===== src/sv/ctsc_pkg.sv =====
// ----------------------------------------------------------------------------
// ctsc_pkg
// Shared types, constants and helper functions of the clock time-set
// controller.
// ----------------------------------------------------------------------------
package ctsc_pkg;

  localparam int unsigned OPCODE_W = 3;
  localparam int unsigned PERIOD_W = 10;
  localparam int unsigned HOLD_W   = 11;
  localparam int unsigned INDEX_W  = 2;
  localparam int unsigned POS_W    = 2;
  localparam int unsigned HOURS_W  = 5;
  localparam int unsigned MIN_W    = 6;

  localparam logic [OPCODE_W-1:0] OP_TICK  = 3'd0;
  localparam logic [OPCODE_W-1:0] OP_OK    = 3'd1;
  localparam logic [OPCODE_W-1:0] OP_UP    = 3'd2;
  localparam logic [OPCODE_W-1:0] OP_DOWN  = 3'd3;
  localparam logic [OPCODE_W-1:0] OP_PULSE = 3'd4;

  localparam logic [INDEX_W-1:0] REG_BLINK_PERIOD  = 2'd0;
  localparam logic [INDEX_W-1:0] REG_HOLD_DELAY    = 2'd1;
  localparam logic [INDEX_W-1:0] REG_REPEAT_PERIOD = 2'd2;

  localparam logic [POS_W-1:0] POS_NONE    = 2'd0;
  localparam logic [POS_W-1:0] POS_HOURS   = 2'd1;
  localparam logic [POS_W-1:0] POS_MINUTES = 2'd2;
  localparam logic [POS_W-1:0] POS_SECONDS = 2'd3;

  localparam logic [PERIOD_W-1:0] BLINK_PERIOD_RST  = 10'd200;
  localparam logic [PERIOD_W-1:0] HOLD_DELAY_RST    = 10'd300;
  localparam logic [PERIOD_W-1:0] REPEAT_PERIOD_RST = 10'd100;

  localparam logic [HOLD_W-1:0] HOLD_MAX  = 11'd2047;
  localparam logic [MIN_W-1:0]  HOURS_MAX = 6'd23;
  localparam logic [MIN_W-1:0]  MIN_MAX   = 6'd59;

  localparam logic [5:0] MASK_ALL     = 6'h3F;
  localparam logic [5:0] MASK_HOURS   = 6'h3C;
  localparam logic [5:0] MASK_MINUTES = 6'h33;
  localparam logic [5:0] MASK_SECONDS = 6'h0F;

  typedef struct packed {
    logic [1:0] hour_tens;
    logic [3:0] hour_units;
    logic [2:0] minute_tens;
    logic [3:0] minute_units;
    logic [2:0] second_tens;
    logic [3:0] second_units;
    logic [5:0] digit_enable;
    logic       dot_on;
    logic       rtc_write;
    logic       in_menu;
    logic [1:0] edit_position;
  } result_t;

  function automatic logic [MIN_W-1:0] inc_wrap(input logic [MIN_W-1:0] v,
                                                input logic [MIN_W-1:0] max);
    return (v >= max) ? '0 : v + 6'd1;
  endfunction

  function automatic logic [MIN_W-1:0] dec_wrap(input logic [MIN_W-1:0] v,
                                                input logic [MIN_W-1:0] max);
    return (v == '0) ? max : v - 6'd1;
  endfunction

  // tens digit of a value below 64
  function automatic logic [2:0] tens_of(input logic [MIN_W-1:0] v);
    logic [2:0] t;
    if (v >= 6'd60)      t = 3'd6;
    else if (v >= 6'd50) t = 3'd5;
    else if (v >= 6'd40) t = 3'd4;
    else if (v >= 6'd30) t = 3'd3;
    else if (v >= 6'd20) t = 3'd2;
    else if (v >= 6'd10) t = 3'd1;
    else                 t = 3'd0;
    return t;
  endfunction

  function automatic logic [3:0] units_of(input logic [MIN_W-1:0] v);
    logic [6:0] tens10;
    logic [6:0] diff;
    tens10 = {1'b0, tens_of(v), 3'b000} + {3'b000, tens_of(v), 1'b0};
    diff   = {1'b0, v} - tens10;
    return diff[3:0];
  endfunction

  // packed BCD to binary, saturated at max
  function automatic logic [MIN_W-1:0] bcd_sat(input logic [2:0] tens,
                                               input logic [3:0] units,
                                               input logic [MIN_W-1:0] max);
    logic [6:0] d;
    d = {1'b0, tens, 3'b000} + {3'b000, tens, 1'b0} + {3'b000, units};
    return (d > {1'b0, max}) ? max : d[MIN_W-1:0];
  endfunction

endpackage


===== src/sv/ctsc_req_if.sv =====
// ----------------------------------------------------------------------------
// ctsc_req_if
// Event channel: one transaction is one tick, click or pulse edge.
// ----------------------------------------------------------------------------
interface ctsc_req_if;
  import ctsc_pkg::*;

  logic                valid;
  logic                ready;
  logic [OPCODE_W-1:0] opcode;
  logic                up_held;
  logic                down_held;
  logic                pulse_level;
  logic [6:0]          rtc_seconds_bcd;
  logic [6:0]          rtc_minutes_bcd;
  logic [5:0]          rtc_hours_bcd;

  modport source (output valid, opcode, up_held, down_held, pulse_level,
                  rtc_seconds_bcd, rtc_minutes_bcd, rtc_hours_bcd,
                  input ready);
  modport sink (input valid, opcode, up_held, down_held, pulse_level,
                rtc_seconds_bcd, rtc_minutes_bcd, rtc_hours_bcd,
                output ready);
endinterface


===== src/sv/ctsc_res_if.sv =====
// ----------------------------------------------------------------------------
// ctsc_res_if
// Display channel: one transaction per accepted event.
// ----------------------------------------------------------------------------
interface ctsc_res_if;
  logic       valid;
  logic       ready;
  logic [1:0] hour_tens;
  logic [3:0] hour_units;
  logic [2:0] minute_tens;
  logic [3:0] minute_units;
  logic [2:0] second_tens;
  logic [3:0] second_units;
  logic [5:0] digit_enable;
  logic       dot_on;
  logic       rtc_write;
  logic       in_menu;
  logic [1:0] edit_position;

  modport source (output valid, hour_tens, hour_units, minute_tens, minute_units,
                  second_tens, second_units, digit_enable, dot_on, rtc_write,
                  in_menu, edit_position,
                  input ready);
  modport sink (input valid, hour_tens, hour_units, minute_tens, minute_units,
                second_tens, second_units, digit_enable, dot_on, rtc_write,
                in_menu, edit_position,
                output ready);
endinterface


===== src/sv/ctsc_cfg_if.sv =====
// ----------------------------------------------------------------------------
// ctsc_cfg_if
// Register write channel: index and data per transaction.
// ----------------------------------------------------------------------------
interface ctsc_cfg_if;
  import ctsc_pkg::*;

  logic                valid;
  logic                ready;
  logic [INDEX_W-1:0]  index;
  logic [PERIOD_W-1:0] data;

  modport source (output valid, index, data, input ready);
  modport sink (input valid, index, data, output ready);
endinterface


===== src/sv/clock_time_set_controller.sv =====
// ----------------------------------------------------------------------------
// clock_time_set_controller
// Time-setting menu of a six-digit clock: edit position, wrap adjust,
// auto-repeat, blinking of the edited pair, dot and RTC reload.
// ----------------------------------------------------------------------------
// Channels: request carries events (tick with held buttons and RTC time,
// OK/UP/DOWN clicks, pulse edges), result carries one display transaction
// per event, cfg writes blink_period (0), hold_delay (1) and
// repeat_period (2); other indexes are ignored. cfg is always ready.
// Latency: the result of an event is valid the cycle after it is accepted.
// Throughput: one event per cycle while result.ready is high; the state
// update is a single combinational pass between state and result registers.
// Stall: request.ready follows result.ready while a result is pending, so
// the block keeps taking events while the result register drains and
// holds off only when an unread result would be overwritten.
// Reset: clears the menu, time, counters and dot, lights all digits and
// loads the registers with 200, 300 and 100; no result is pending.
// ----------------------------------------------------------------------------
module clock_time_set_controller (
  input  logic          clk,
  input  logic          rst,
  ctsc_req_if.sink      request,
  ctsc_res_if.source    result,
  ctsc_cfg_if.sink      cfg
);
  import ctsc_pkg::*;

  logic [PERIOD_W-1:0] blink_period, hold_delay, repeat_period;

  logic                menu_active, menu_active_next;
  logic [POS_W-1:0]    position, position_next;
  logic [HOURS_W-1:0]  hours, hours_next;
  logic [MIN_W-1:0]    minutes, minutes_next;
  logic [MIN_W-1:0]    seconds_now, seconds_now_next;
  logic [PERIOD_W-1:0] blink_count, blink_count_next;
  logic                blink_phase, blink_phase_next;
  logic [HOLD_W-1:0]   hold_count, hold_count_next;
  logic [PERIOD_W-1:0] repeat_count, repeat_count_next;
  logic                reload_armed, reload_armed_next;
  logic                dot_state, dot_state_next;
  logic [5:0]          enable_mask, enable_mask_next;
  logic                wr_next;

  logic                out_valid;
  result_t             out_q;
  result_t             res_next;

  logic                accept;
  logic                step_en, step_up;
  logic                held;
  logic [1:0]          b;
  logic [PERIOD_W-1:0] blink_inc, repeat_inc;
  logic [MIN_W-1:0]    hours_ext;

  assign request.ready = !out_valid || result.ready;
  assign accept        = request.valid && request.ready;
  assign cfg.ready     = 1'b1;
  assign held          = request.up_held || request.down_held;
  assign blink_inc     = blink_count + 10'd1;
  assign repeat_inc    = repeat_count + 10'd1;
  assign hours_ext     = {1'b0, hours};

  always_ff @(posedge clk) begin
    if (rst) begin
      blink_period  <= BLINK_PERIOD_RST;
      hold_delay    <= HOLD_DELAY_RST;
      repeat_period <= REPEAT_PERIOD_RST;
    end else if (cfg.valid) begin
      unique case (cfg.index)
        REG_BLINK_PERIOD:  blink_period  <= cfg.data;
        REG_HOLD_DELAY:    hold_delay    <= cfg.data;
        REG_REPEAT_PERIOD: repeat_period <= cfg.data;
        default: ;
      endcase
    end
  end

  always_comb begin
    menu_active_next  = menu_active;
    position_next     = position;
    hours_next        = hours;
    minutes_next      = minutes;
    seconds_now_next  = seconds_now;
    blink_count_next  = blink_count;
    blink_phase_next  = blink_phase;
    hold_count_next   = hold_count;
    repeat_count_next = repeat_count;
    reload_armed_next = reload_armed;
    dot_state_next    = dot_state;
    enable_mask_next  = enable_mask;
    wr_next           = 1'b0;
    step_en           = 1'b0;
    step_up           = 1'b0;
    b                 = 2'b00;

    unique case (request.opcode)
      OP_TICK: begin
        if (menu_active) begin
          dot_state_next = 1'b0;
          if (!held) begin
            blink_count_next = blink_inc;
            if (blink_inc >= blink_period) begin
              blink_count_next = '0;
              blink_phase_next = !blink_phase;
            end
          end
          b = {2{blink_phase_next}};
          unique case (position)
            POS_HOURS:   enable_mask_next = MASK_HOURS | {4'b0000, b};
            POS_MINUTES: enable_mask_next = MASK_MINUTES | {2'b00, b, 2'b00};
            POS_SECONDS: enable_mask_next = MASK_SECONDS | {b, 4'b0000};
            default: ;
          endcase
          if (held) begin
            if (hold_count > {1'b0, hold_delay}) begin
              repeat_count_next = repeat_inc;
              if (repeat_inc >= repeat_period) begin
                repeat_count_next = '0;
                step_en = 1'b1;
                step_up = request.up_held;
              end
            end
            if (hold_count < HOLD_MAX) hold_count_next = hold_count + 11'd1;
          end else begin
            hold_count_next = '0;
          end
        end else if (reload_armed) begin
          reload_armed_next = 1'b0;
          seconds_now_next = bcd_sat(request.rtc_seconds_bcd[6:4],
                                     request.rtc_seconds_bcd[3:0], MIN_MAX);
          minutes_next = bcd_sat(request.rtc_minutes_bcd[6:4],
                                 request.rtc_minutes_bcd[3:0], MIN_MAX);
          hours_next = HOURS_W'(bcd_sat({1'b0, request.rtc_hours_bcd[5:4]},
                                        request.rtc_hours_bcd[3:0], HOURS_MAX));
        end
      end
      OP_OK: begin
        menu_active_next = 1'b1;
        if (position == POS_SECONDS) begin
          menu_active_next = 1'b0;
          blink_count_next = '0;
          position_next    = POS_NONE;
          enable_mask_next = MASK_ALL;
          wr_next          = 1'b1;
        end else begin
          position_next = position + 2'd1;
        end
      end
      OP_UP, OP_DOWN: begin
        blink_count_next = '0;
        blink_phase_next = 1'b1;
        step_en          = 1'b1;
        step_up          = (request.opcode == OP_UP);
      end
      OP_PULSE: begin
        if (!menu_active) begin
          dot_state_next = request.pulse_level;
          if (request.pulse_level) reload_armed_next = 1'b1;
        end
      end
      default: ;
    endcase

    if (step_en) begin
      unique case (position)
        POS_HOURS: hours_next = step_up ? HOURS_W'(inc_wrap(hours_ext, HOURS_MAX))
                                        : HOURS_W'(dec_wrap(hours_ext, HOURS_MAX));
        POS_MINUTES: minutes_next = step_up ? inc_wrap(minutes, MIN_MAX)
                                            : dec_wrap(minutes, MIN_MAX);
        POS_SECONDS: seconds_now_next = step_up ? inc_wrap(seconds_now, MIN_MAX)
                                                : dec_wrap(seconds_now, MIN_MAX);
        default: ;
      endcase
    end
  end

  always_comb begin
    res_next.hour_tens     = 2'(tens_of({1'b0, hours_next}));
    res_next.hour_units    = units_of({1'b0, hours_next});
    res_next.minute_tens   = tens_of(minutes_next);
    res_next.minute_units  = units_of(minutes_next);
    res_next.second_tens   = tens_of(seconds_now_next);
    res_next.second_units  = units_of(seconds_now_next);
    res_next.digit_enable  = enable_mask_next;
    res_next.dot_on        = dot_state_next;
    res_next.rtc_write     = wr_next;
    res_next.in_menu       = menu_active_next;
    res_next.edit_position = position_next;
  end

  always_ff @(posedge clk) begin
    if (rst) begin
      menu_active  <= 1'b0;
      position     <= POS_NONE;
      hours        <= '0;
      minutes      <= '0;
      seconds_now  <= '0;
      blink_count  <= '0;
      blink_phase  <= 1'b0;
      hold_count   <= '0;
      repeat_count <= '0;
      reload_armed <= 1'b0;
      dot_state    <= 1'b0;
      enable_mask  <= MASK_ALL;
    end else if (accept) begin
      menu_active  <= menu_active_next;
      position     <= position_next;
      hours        <= hours_next;
      minutes      <= minutes_next;
      seconds_now  <= seconds_now_next;
      blink_count  <= blink_count_next;
      blink_phase  <= blink_phase_next;
      hold_count   <= hold_count_next;
      repeat_count <= repeat_count_next;
      reload_armed <= reload_armed_next;
      dot_state    <= dot_state_next;
      enable_mask  <= enable_mask_next;
    end
  end

  always_ff @(posedge clk) begin
    if (rst) begin
      out_valid <= 1'b0;
    end else if (accept) begin
      out_valid <= 1'b1;
    end else if (result.ready) begin
      out_valid <= 1'b0;
    end
  end

  always_ff @(posedge clk) begin
    if (accept) out_q <= res_next;
  end

  assign result.valid         = out_valid;
  assign result.hour_tens     = out_q.hour_tens;
  assign result.hour_units    = out_q.hour_units;
  assign result.minute_tens   = out_q.minute_tens;
  assign result.minute_units  = out_q.minute_units;
  assign result.second_tens   = out_q.second_tens;
  assign result.second_units  = out_q.second_units;
  assign result.digit_enable  = out_q.digit_enable;
  assign result.dot_on        = out_q.dot_on;
  assign result.rtc_write     = out_q.rtc_write;
  assign result.in_menu       = out_q.in_menu;
  assign result.edit_position = out_q.edit_position;

endmodule


===== src/flat_wrapper.sv =====
// flat-port wrapper written by rule: the top's interface ports become plain ports
module clock_time_set_controller_flat import ctsc_pkg::*;
  (clk, rst, request_valid, request_opcode, request_up_held, request_down_held, request_pulse_level, request_rtc_seconds_bcd, request_rtc_minutes_bcd, request_rtc_hours_bcd, request_ready, result_valid, result_hour_tens, result_hour_units, result_minute_tens, result_minute_units, result_second_tens, result_second_units, result_digit_enable, result_dot_on, result_rtc_write, result_in_menu, result_edit_position, result_ready, cfg_valid, cfg_index, cfg_data, cfg_ready);
  ctsc_req_if request_i ();
  ctsc_res_if result_i ();
  ctsc_cfg_if cfg_i ();
  input  logic clk;
  input  logic rst;
  input wire logic [$bits(request_i.valid)-1:0] request_valid;
  input wire logic [$bits(request_i.opcode)-1:0] request_opcode;
  input wire logic [$bits(request_i.up_held)-1:0] request_up_held;
  input wire logic [$bits(request_i.down_held)-1:0] request_down_held;
  input wire logic [$bits(request_i.pulse_level)-1:0] request_pulse_level;
  input wire logic [$bits(request_i.rtc_seconds_bcd)-1:0] request_rtc_seconds_bcd;
  input wire logic [$bits(request_i.rtc_minutes_bcd)-1:0] request_rtc_minutes_bcd;
  input wire logic [$bits(request_i.rtc_hours_bcd)-1:0] request_rtc_hours_bcd;
  output wire logic [$bits(request_i.ready)-1:0] request_ready;
  output wire logic [$bits(result_i.valid)-1:0] result_valid;
  output wire logic [$bits(result_i.hour_tens)-1:0] result_hour_tens;
  output wire logic [$bits(result_i.hour_units)-1:0] result_hour_units;
  output wire logic [$bits(result_i.minute_tens)-1:0] result_minute_tens;
  output wire logic [$bits(result_i.minute_units)-1:0] result_minute_units;
  output wire logic [$bits(result_i.second_tens)-1:0] result_second_tens;
  output wire logic [$bits(result_i.second_units)-1:0] result_second_units;
  output wire logic [$bits(result_i.digit_enable)-1:0] result_digit_enable;
  output wire logic [$bits(result_i.dot_on)-1:0] result_dot_on;
  output wire logic [$bits(result_i.rtc_write)-1:0] result_rtc_write;
  output wire logic [$bits(result_i.in_menu)-1:0] result_in_menu;
  output wire logic [$bits(result_i.edit_position)-1:0] result_edit_position;
  input wire logic [$bits(result_i.ready)-1:0] result_ready;
  input wire logic [$bits(cfg_i.valid)-1:0] cfg_valid;
  input wire logic [$bits(cfg_i.index)-1:0] cfg_index;
  input wire logic [$bits(cfg_i.data)-1:0] cfg_data;
  output wire logic [$bits(cfg_i.ready)-1:0] cfg_ready;
  assign request_i.valid = request_valid;
  assign request_i.opcode = request_opcode;
  assign request_i.up_held = request_up_held;
  assign request_i.down_held = request_down_held;
  assign request_i.pulse_level = request_pulse_level;
  assign request_i.rtc_seconds_bcd = request_rtc_seconds_bcd;
  assign request_i.rtc_minutes_bcd = request_rtc_minutes_bcd;
  assign request_i.rtc_hours_bcd = request_rtc_hours_bcd;
  assign request_ready = request_i.ready;
  assign result_valid = result_i.valid;
  assign result_hour_tens = result_i.hour_tens;
  assign result_hour_units = result_i.hour_units;
  assign result_minute_tens = result_i.minute_tens;
  assign result_minute_units = result_i.minute_units;
  assign result_second_tens = result_i.second_tens;
  assign result_second_units = result_i.second_units;
  assign result_digit_enable = result_i.digit_enable;
  assign result_dot_on = result_i.dot_on;
  assign result_rtc_write = result_i.rtc_write;
  assign result_in_menu = result_i.in_menu;
  assign result_edit_position = result_i.edit_position;
  assign result_i.ready = result_ready;
  assign cfg_i.valid = cfg_valid;
  assign cfg_i.index = cfg_index;
  assign cfg_i.data = cfg_data;
  assign cfg_ready = cfg_i.ready;
  clock_time_set_controller u_core (.clk(clk), .rst(rst), .request(request_i), .result(result_i), .cfg(cfg_i));
endmodule

===== config.mk =====
export PLATFORM = sky130hd
export DESIGN_NAME = clock_time_set_controller_flat
export DESIGN_NICKNAME = d
export VERILOG_FILES = /design/src/sv/ctsc_pkg.sv /design/src/sv/ctsc_req_if.sv /design/src/sv/ctsc_res_if.sv /design/src/sv/ctsc_cfg_if.sv /design/src/sv/clock_time_set_controller.sv /design/src/flat_wrapper.sv
export SDC_FILE = /design/constraint.sdc
export NUM_CORES = 1
export LEC_CHECK = 0
export ABC_CLOCK_PERIOD_IN_PS = 5100
export BUFFER_PORTS_ARGS = -buffer_cell sky130_fd_sc_hd__buf_2
export CAP_MARGIN = 20
export CORE_MARGIN = 5
export CORE_UTILIZATION = 45
export DETAILED_ROUTE_END_ITERATION = 10
export SKIP_CTS_REPAIR_TIMING = 1
export SLEW_MARGIN = 0
export SYNTH_ARGS = -nofsm -noshare
export SYNTH_HDL_FRONTEND = slang
export SYNTH_SLANG_ARGS = --single-unit

===== constraint.sdc =====
create_clock -name clk -period 5.1 [get_ports clk]
set_clock_uncertainty 0.15 [all_clocks]
set_input_delay 0.51 -clock clk [delete_from_list [all_inputs] [get_ports clk]]
set_output_delay 0.51 -clock clk [all_outputs]
set_load 0.02 [all_outputs]

==> results of run 1 <==
-- cell usage after synthesis, types with 5 or more instances --
master / count
xor2_1: 19
a22oi_1: 11
nand2_1: 95
a211o_1: 16
o21ai_0: 37
nor3_1: 12
fa_1: 5
a21oi_1: 91
inv_1: 71
edfxtp_1: 31
buf_2: 5
mux2i_1: 10
ha_1: 67
nand3_1: 30
a211oi_1: 12
o21ai_1: 5
a31oi_1: 6
a32o_1: 5
o221ai_1: 5
o22ai_1: 12
a21o_1: 11
and3_1: 15
nand4_1: 7
nor2_1: 109
dfxtp_1: 91
nand2b_1: 11
nor3b_1: 12
xnor2_1: 30
clkbuf_1: 38
nand3b_1: 5
-- logic make-up after synthesis --
logic type      Yosys count  share of synthesized area
flops                   122                      0.341
other cells               1                   0.000465
mux                      13                     0.0166
xor+xnor                 49                     0.0532
buf+inv                 120                     0.0589
compound gates          267                      0.225
simple gates            319                      0.185
fa+ha+maj                74                      0.119
-- placed cells by master, fill, tap and decap left out, types with 12 or more instances in the layout --
master | Yosys | final
edfxtp_1 | 31 | 31
clkbuf_16 | 0 | 18
nor3b_1 | 12 | 12
o22ai_1 | 12 | 12
nor2_1 | 109 | 108
nand2_1 | 95 | 95
buf_4 | 3 | 24
inv_1 | 71 | 70
o21ai_0 | 37 | 36
xor2_1 | 19 | 19
and3_1 | 15 | 15
buf_2 | 5 | 76
a21oi_1 | 91 | 91
nand3_1 | 30 | 29
dfxtp_1 | 91 | 91
a211oi_1 | 12 | 12
nor3_1 | 12 | 12
xnor2_1 | 30 | 29
ha_1 | 67 | 67
a211o_1 | 16 | 16
-- cell type report --
class | instances | area (sq um)
clock buffers | 20 | 468
clock inverters | 12 | 133
fillers | 1717 | 8410
inverters | 71 | 267
multi-input cells | 723 | 4890
flip-flops and latches | 122 | 2750
well taps | 229 | 287
repair buffers | 101 | 572
-- state kept, by name (all words and copies together) (netlist names), 3 cells and up --
register / cells
u_core.hold_count: 11
u_core.blink_count: 10
u_core.blink_period: 10
u_core.hold_delay: 10
u_core.repeat_count: 10
u_core.repeat_period: 10
u_core.enable_mask: 6
u_core.minutes: 6
u_core.result.digit_enable: 6
u_core.seconds_now: 6
u_core.hours: 5
u_core.result.hour_units: 4
u_core.result.minute_units: 4
u_core.result.second_units: 4
u_core.result.minute_tens: 3
u_core.result.second_tens: 3
-- through the flow --
step	total power (W)	setup slack, ps	instance area [sq um]
after floorplan	0.00139	358	8070
after global placement	0.00150	218	8680
after detailed placement	0.00150	107	8680
after CTS	0.00274	70.5	9280
after global routing	0.00284	-7.88	9370
final	0.00271	328	9370
-- path summary, 6_finish.rpt --
check,start,endpoint,slack (ps),depth (start not counted)
min reg2reg,u_core.enable_mask[3],u_core.enable_mask[3],300,2
min,request_valid,u_core.result.valid,200,3
max,u_core.repeat_count[0],u_core.result.hour_units[3],330,20
max reg2reg,u_core.repeat_count[0],u_core.result.hour_units[3],330,20
-- power breakdown --
group | switching [W] | leakage [nW] | total, W | internal [W]
Combinational | 0.000248 | 2.68 | 0.000415 | 0.000167
Sequential | 0.0000277 | 1.03 | 0.00107 | 0.00104
Clock | 0.000456 | 0.301 | 0.00122 | 0.000766
-- worst min-delay path, delay by kind of cell --
kind            cells  cell delay, ps
compound gates      1              50
buf+inv             2             140
-- per-layer routing --
metal | wire [microns] | global-route usage | vias up
met2 | 8480 | 0.293 | 127
met5 | 0 | 0 | -
met4 | 284 | 0.0600 | 0
li1 | - | - | 3590
met3 | 786 | 0.0293 | 16
met1 | 9130 | 0.251 | 3213
==> flow_summary.ini, run 1 <==
[final_layout]
layout-drive-gt1-share = 0.153
final_util = 0.527
finalNetCount = 1151
syn2layout_area_growth_pct = 16.2
fin_cells = 1278
n_antenna_cell = 0

[timing]
worst_pin_slew_ps = 1010
maxSlewViolCount = 0
setup_violations = 0
fmax_mhz = 210
slew_headroom = 0.323
finalSetupTns_ps = 0
layout_worst_path_cycle_share = 0.936
rsz0062_at_grt = true
whs_ps = 196
finalHoldViolCount = 0
period_needed_ps = 4770

[synth]
ys_seq_elements = 122
synthFlopType = dfxtp_1
synth_top_area_frac = 0.226
synth-edff-count = 31
avgSynthCellArea_sq_um = 8.36
synth_cell_types = 83
synthCells = 965
yosys.area.top_type = dfxtp_1
syn_nets = 1080
ys_seq_area_frac = 0.341
synth_area_leaders = dfxtp_1, edfxtp_1, ha_1
async_flop_share = 0
netlist_area_sq_um = 8070
yosysWarnings = 0

[cts]
h-tree-depth = 4
cts.clk_slew.worst_paths_ps = 60
clk_latency_ps = 410
cts_buffers = 17
clock_sinks = 122
cts_root_buf = clkbuf_16
clk_path_buf_depth = 2
cts_tree = built

[drt]
ant_nets = 0
drtIter0Drc = 470
wl_per_cell_microns = 14.6
firstDrtPassIters = 5
vias = 6946
drc_errors = 0
routed_wl_microns = 18700
viasPerCell = 5.44

[place]
place.gp.congestion = 0.812
portBuffers = 75
dp_cells = 1241
hpwl_microns = 13800

[critical_path]
worstPathCellList = nand3_1 -> nor2_1 -> and3_1 -> nand3_1 -> xnor2_2 -> ha_1 -> a21oi_1 -> o21ai_0 -> a31oi_2 -> a21bo_2 -> o21ai_2 -> nor4b_4 -> a311o_1 -> o311ai_0 -> o21ai_1 -> a21boi_1 -> ha_1 -> o311a_1 -> a31oi_1 -> xnor2_1
arrival_ps = 4780
cp_top_family = compound AO/OA/AOI/OAI gates
crit_path_max_fanout = 5
critPathSlowestCell = dfxtp_1
cp_num_buf_inv = 0
start_kind = register
path_class = reg2reg
cp-end-kind = register
required_ps = 5110
max_stage_delay_ps = 400

[power_and_ir_drop]
p_per_area_nw_per_um2 = 289
leakage_nw = 4.01
peakVddDrop_uv = 234

[die]
ios = 77
die_w_microns = 144
dieArea_sq_um = 20700
start_util = 0.454
rows = 49
fp.dieH_microns = 144
core_sq_um = 17800

[global_route]
grt_pass1_wl_microns = 30700
grtUsageTotal = 0.182
grt_max_degree = 58
overflow = 0
antenna_found_initial = 0
grt_pass1_vias = 6361

[min_path]
hold_path_class = in2reg

[flow_run]
drv_cap = 0

[run_status]
status = completed
Power figures use the tool's default switching activity.
==> run 2, diff against run 1 <==
--- a/config.mk
+++ b/config.mk
@@ -5,12 +5,14 @@
 export SDC_FILE = /design/constraint.sdc
 export NUM_CORES = 1
 export LEC_CHECK = 0
+export ABC_AREA = 1
 export ABC_CLOCK_PERIOD_IN_PS = 5100
 export BUFFER_PORTS_ARGS = -buffer_cell sky130_fd_sc_hd__buf_2
 export CAP_MARGIN = 20
 export CORE_MARGIN = 5
 export CORE_UTILIZATION = 45
 export DETAILED_ROUTE_END_ITERATION = 10
+export MAX_ROUTING_LAYER = met4
 export SKIP_CTS_REPAIR_TIMING = 1
 export SLEW_MARGIN = 0
 export SYNTH_ARGS = -nofsm -noshare
==> run 2 against run 1 <==
  * Worst setup slack improved by 240 ps
  * Sequential cell count did not move
  * Cell count rose by 11%
  * Global-route usage rose by 1.5 points
  * First-iteration DRC count fell by 32%
  * Non-clock buffer count fell by 22
  * Utilization fell by 0.89 points
  * Combinational power rose by 30%
  * Design area fell by 1.0%
  * Sequential share of layout area rose by 0.30 points
==> flow_summary.ini, run 2 <==
[critical_path]
cp_num_buf_inv = 2
timing.rr.end = u_core.result.second_units[3]
start_kind = register
crit_path_max_fanout = 21
r2r_setup_slack_ps = 560
cp-end-kind = register
required_ps = 5120
startpoint = u_core.repeat_count[0]
path_class = reg2reg
rr_worst_depth = 27
cp_top_family = simple AND/OR/NAND/NOR gates
r2r_start = u_core.repeat_count[0]
crit_top_cell = nand2_1
arrival_ps = 4560
max_stage_delay_ps = 460
critPathSlowestCell = dfxtp_1

[drt]
drc_errors = 0
routed_wl_microns = 19000
wl_per_cell_microns = 13.4
wl_met3_microns = 808
drtIter0Drc = 320
vias = 7153
wl_met2_microns = 8520
highest_layer = met4
viasPerCell = 5.05
drt-met1-wl_microns = 9440
ant_nets = 0
firstDrtPassIters = 5

[final_layout]
final_cell_mix = nand2_1, inv_1, dfxtp_1, a21oi_1, nor2_1
finalNetCount = 1289
layout-drive-gt1-share = 0.140
top_register = u_core.hold_count
layout_commonest_cell = nand2_1
fillCellCount = 1799
syn2layout_area_growth_pct = 14.2
largest_reg_flops = 11
final_util = 0.518
fin_cells = 1416
n_antenna_cell = 0

[die]
ios = 77
core_sq_um = 17900
dieArea_sq_um = 20800
die_w_microns = 144
fp.dieH_microns = 144
start_util = 0.454
rows = 49

[synth]
synth_cell_types = 55
yosysWarnings = 0
ys_seq_area_frac = 0.339
synth_top_area_frac = 0.224
async_flop_share = 0
synthMostInstantiatedCell = nand2_1
synth-edff-count = 31
synthCells = 1101
ys_seq_elements = 122
synth_top_cells_by_count = nand2_1, inv_1, dfxtp_1, a21oi_1, nor2_1
synth_area_leaders = dfxtp_1, edfxtp_1, ha_1
yosys.area.top_type = dfxtp_1
synthFlopType = dfxtp_1
netlist_area_sq_um = 8130
syn_nets = 1216
avgSynthCellArea_sq_um = 7.38

[place]
hpwl_microns = 14200
pre_cts_ws_ps = 589
portBuffers = 75
dp_cells = 1384
place.gp.congestion = 0.886

[cts]
cts_root_buf = clkbuf_16
cts.clk_slew.worst_paths_ps = 60
clk_path_buf_depth = 2
h-tree-depth = 4
cts_buffers = 17
clock_sinks = 122
cts_tree = built
clk_latency_ps = 420

[timing]
fin_ws_ps = 565
finalSetupTns_ps = 0
maxSlewViolCount = 0
fmax_mhz = 220
period_needed_ps = 4540
worst_pin_slew_ps = 787
finalHoldViolCount = 0
setup_violations = 0
slew_headroom = 0.471
layout_worst_path_cycle_share = 0.889
rsz0062_at_grt = false

[min_path]
holdPathStages = 3
hp-start = cfg_data[6]
min_to = u_core.repeat_period[6]
hold_path_class = in2reg

[run_status]
status = completed

[global_route]
antenna_found_initial = 0
overflow = 0
grt_pass1_vias = 6596
grt_max_degree = 52
grtUsageTotal = 0.197
grt_pass1_wl_microns = 32200

[flow_run]
drv_cap = 0

[power_and_ir_drop]
leakage_nw = 4.49
p_per_area_nw_per_um2 = 298
power_w = 0.00276
peakVddDrop_uv = 251
run 2: cell types whose count changed after synthesis, moves of 11 or more:
cell / delta
a211o_1: -16
and3_1: -14
clkbuf_1: -16
inv_1: +112
nand2_1: +109
nand2_2: +16
nand2b_1: -11
nand3_1: +38
nor2_1: -31
nor3b_1: -11
o211ai_1: +18
o21ai_0: +28
xnor2_1: -21
run 2: worst max-delay path by stage:
stage | to | slack, ps | cells past startpoint
after floorplan | u_core.result.second_units[3] | 1080 | 29
after global placement | u_core.result.second_units[3] | 720 | 27
after detailed placement | u_core.result.second_units[3] | 590 | 27
after CTS | u_core.result.second_units[3] | 580 | 27
after global routing | u_core.result.second_units[3] | 160 | 27
final | u_core.result.second_units[3] | 560 | 27
run 2: layout make-up:
class | instances | area [sq um] | area share
tap | 229 | 287 | 0.0309
clock buffer | 23 | 489 | 0.0527
timing repair buffer | 79 | 425 | 0.0459
clock inverter | 9 | 62.6 | 0.00674
multi-input combinational | 758 | 4520 | 0.487
sequential | 122 | 2750 | 0.297
inverter | 196 | 739 | 0.0797
run 2: power breakdown:
| group | leakage (nW) | switching (W) | internal (W) |
|---|---|---|---|
| Clock | 0.269 | 0.000446 | 0.000676 |
| Sequential | 1.04 | 0.0000317 | 0.00107 |
| Combinational | 3.18 | 0.000346 | 0.000192 |
run 2: cells by family after synthesis:
| logic type | synth area share |
|---|---|
| AO/OA/AOI/OAI | 0.158 |
| buffers and inverters | 0.105 |
| XOR/XNOR | 0.0377 |
| flip-flops | 0.339 |
| other | 0.000461 |
| AND/OR/NAND/NOR | 0.244 |
| adder cells (fa/ha/maj) | 0.115 |
run 2: worst reg2reg max path: cells and delay by family, from the launching register on:
family                     cells  cell delay, ps
xor gates and xnor gates       2             360
AOI/OAI and AO/OA              3             440
adders and majority gates      3             690
and+or+nand+nor               17            2020
DFF                            1             460
buffers and inverters          2             180
run 2: metal layers:
metal | GRT usage | up-vias
li1 | - | 3788
met1 | 0.277 | 3210
met2 | 0.293 | 137
met3 | 0.0341 | 18
met4 | 0.0555 | 0
met5 | - | -
run 2: stage by stage:
step                      hold slack [ps]  instance area [sq um]
after CTS                             189                   9280
after global routing                  214                   9280
after detailed placement              301                   8730
after floorplan                       283                   8130
final                                 212                   9280
after global placement                302                   8700
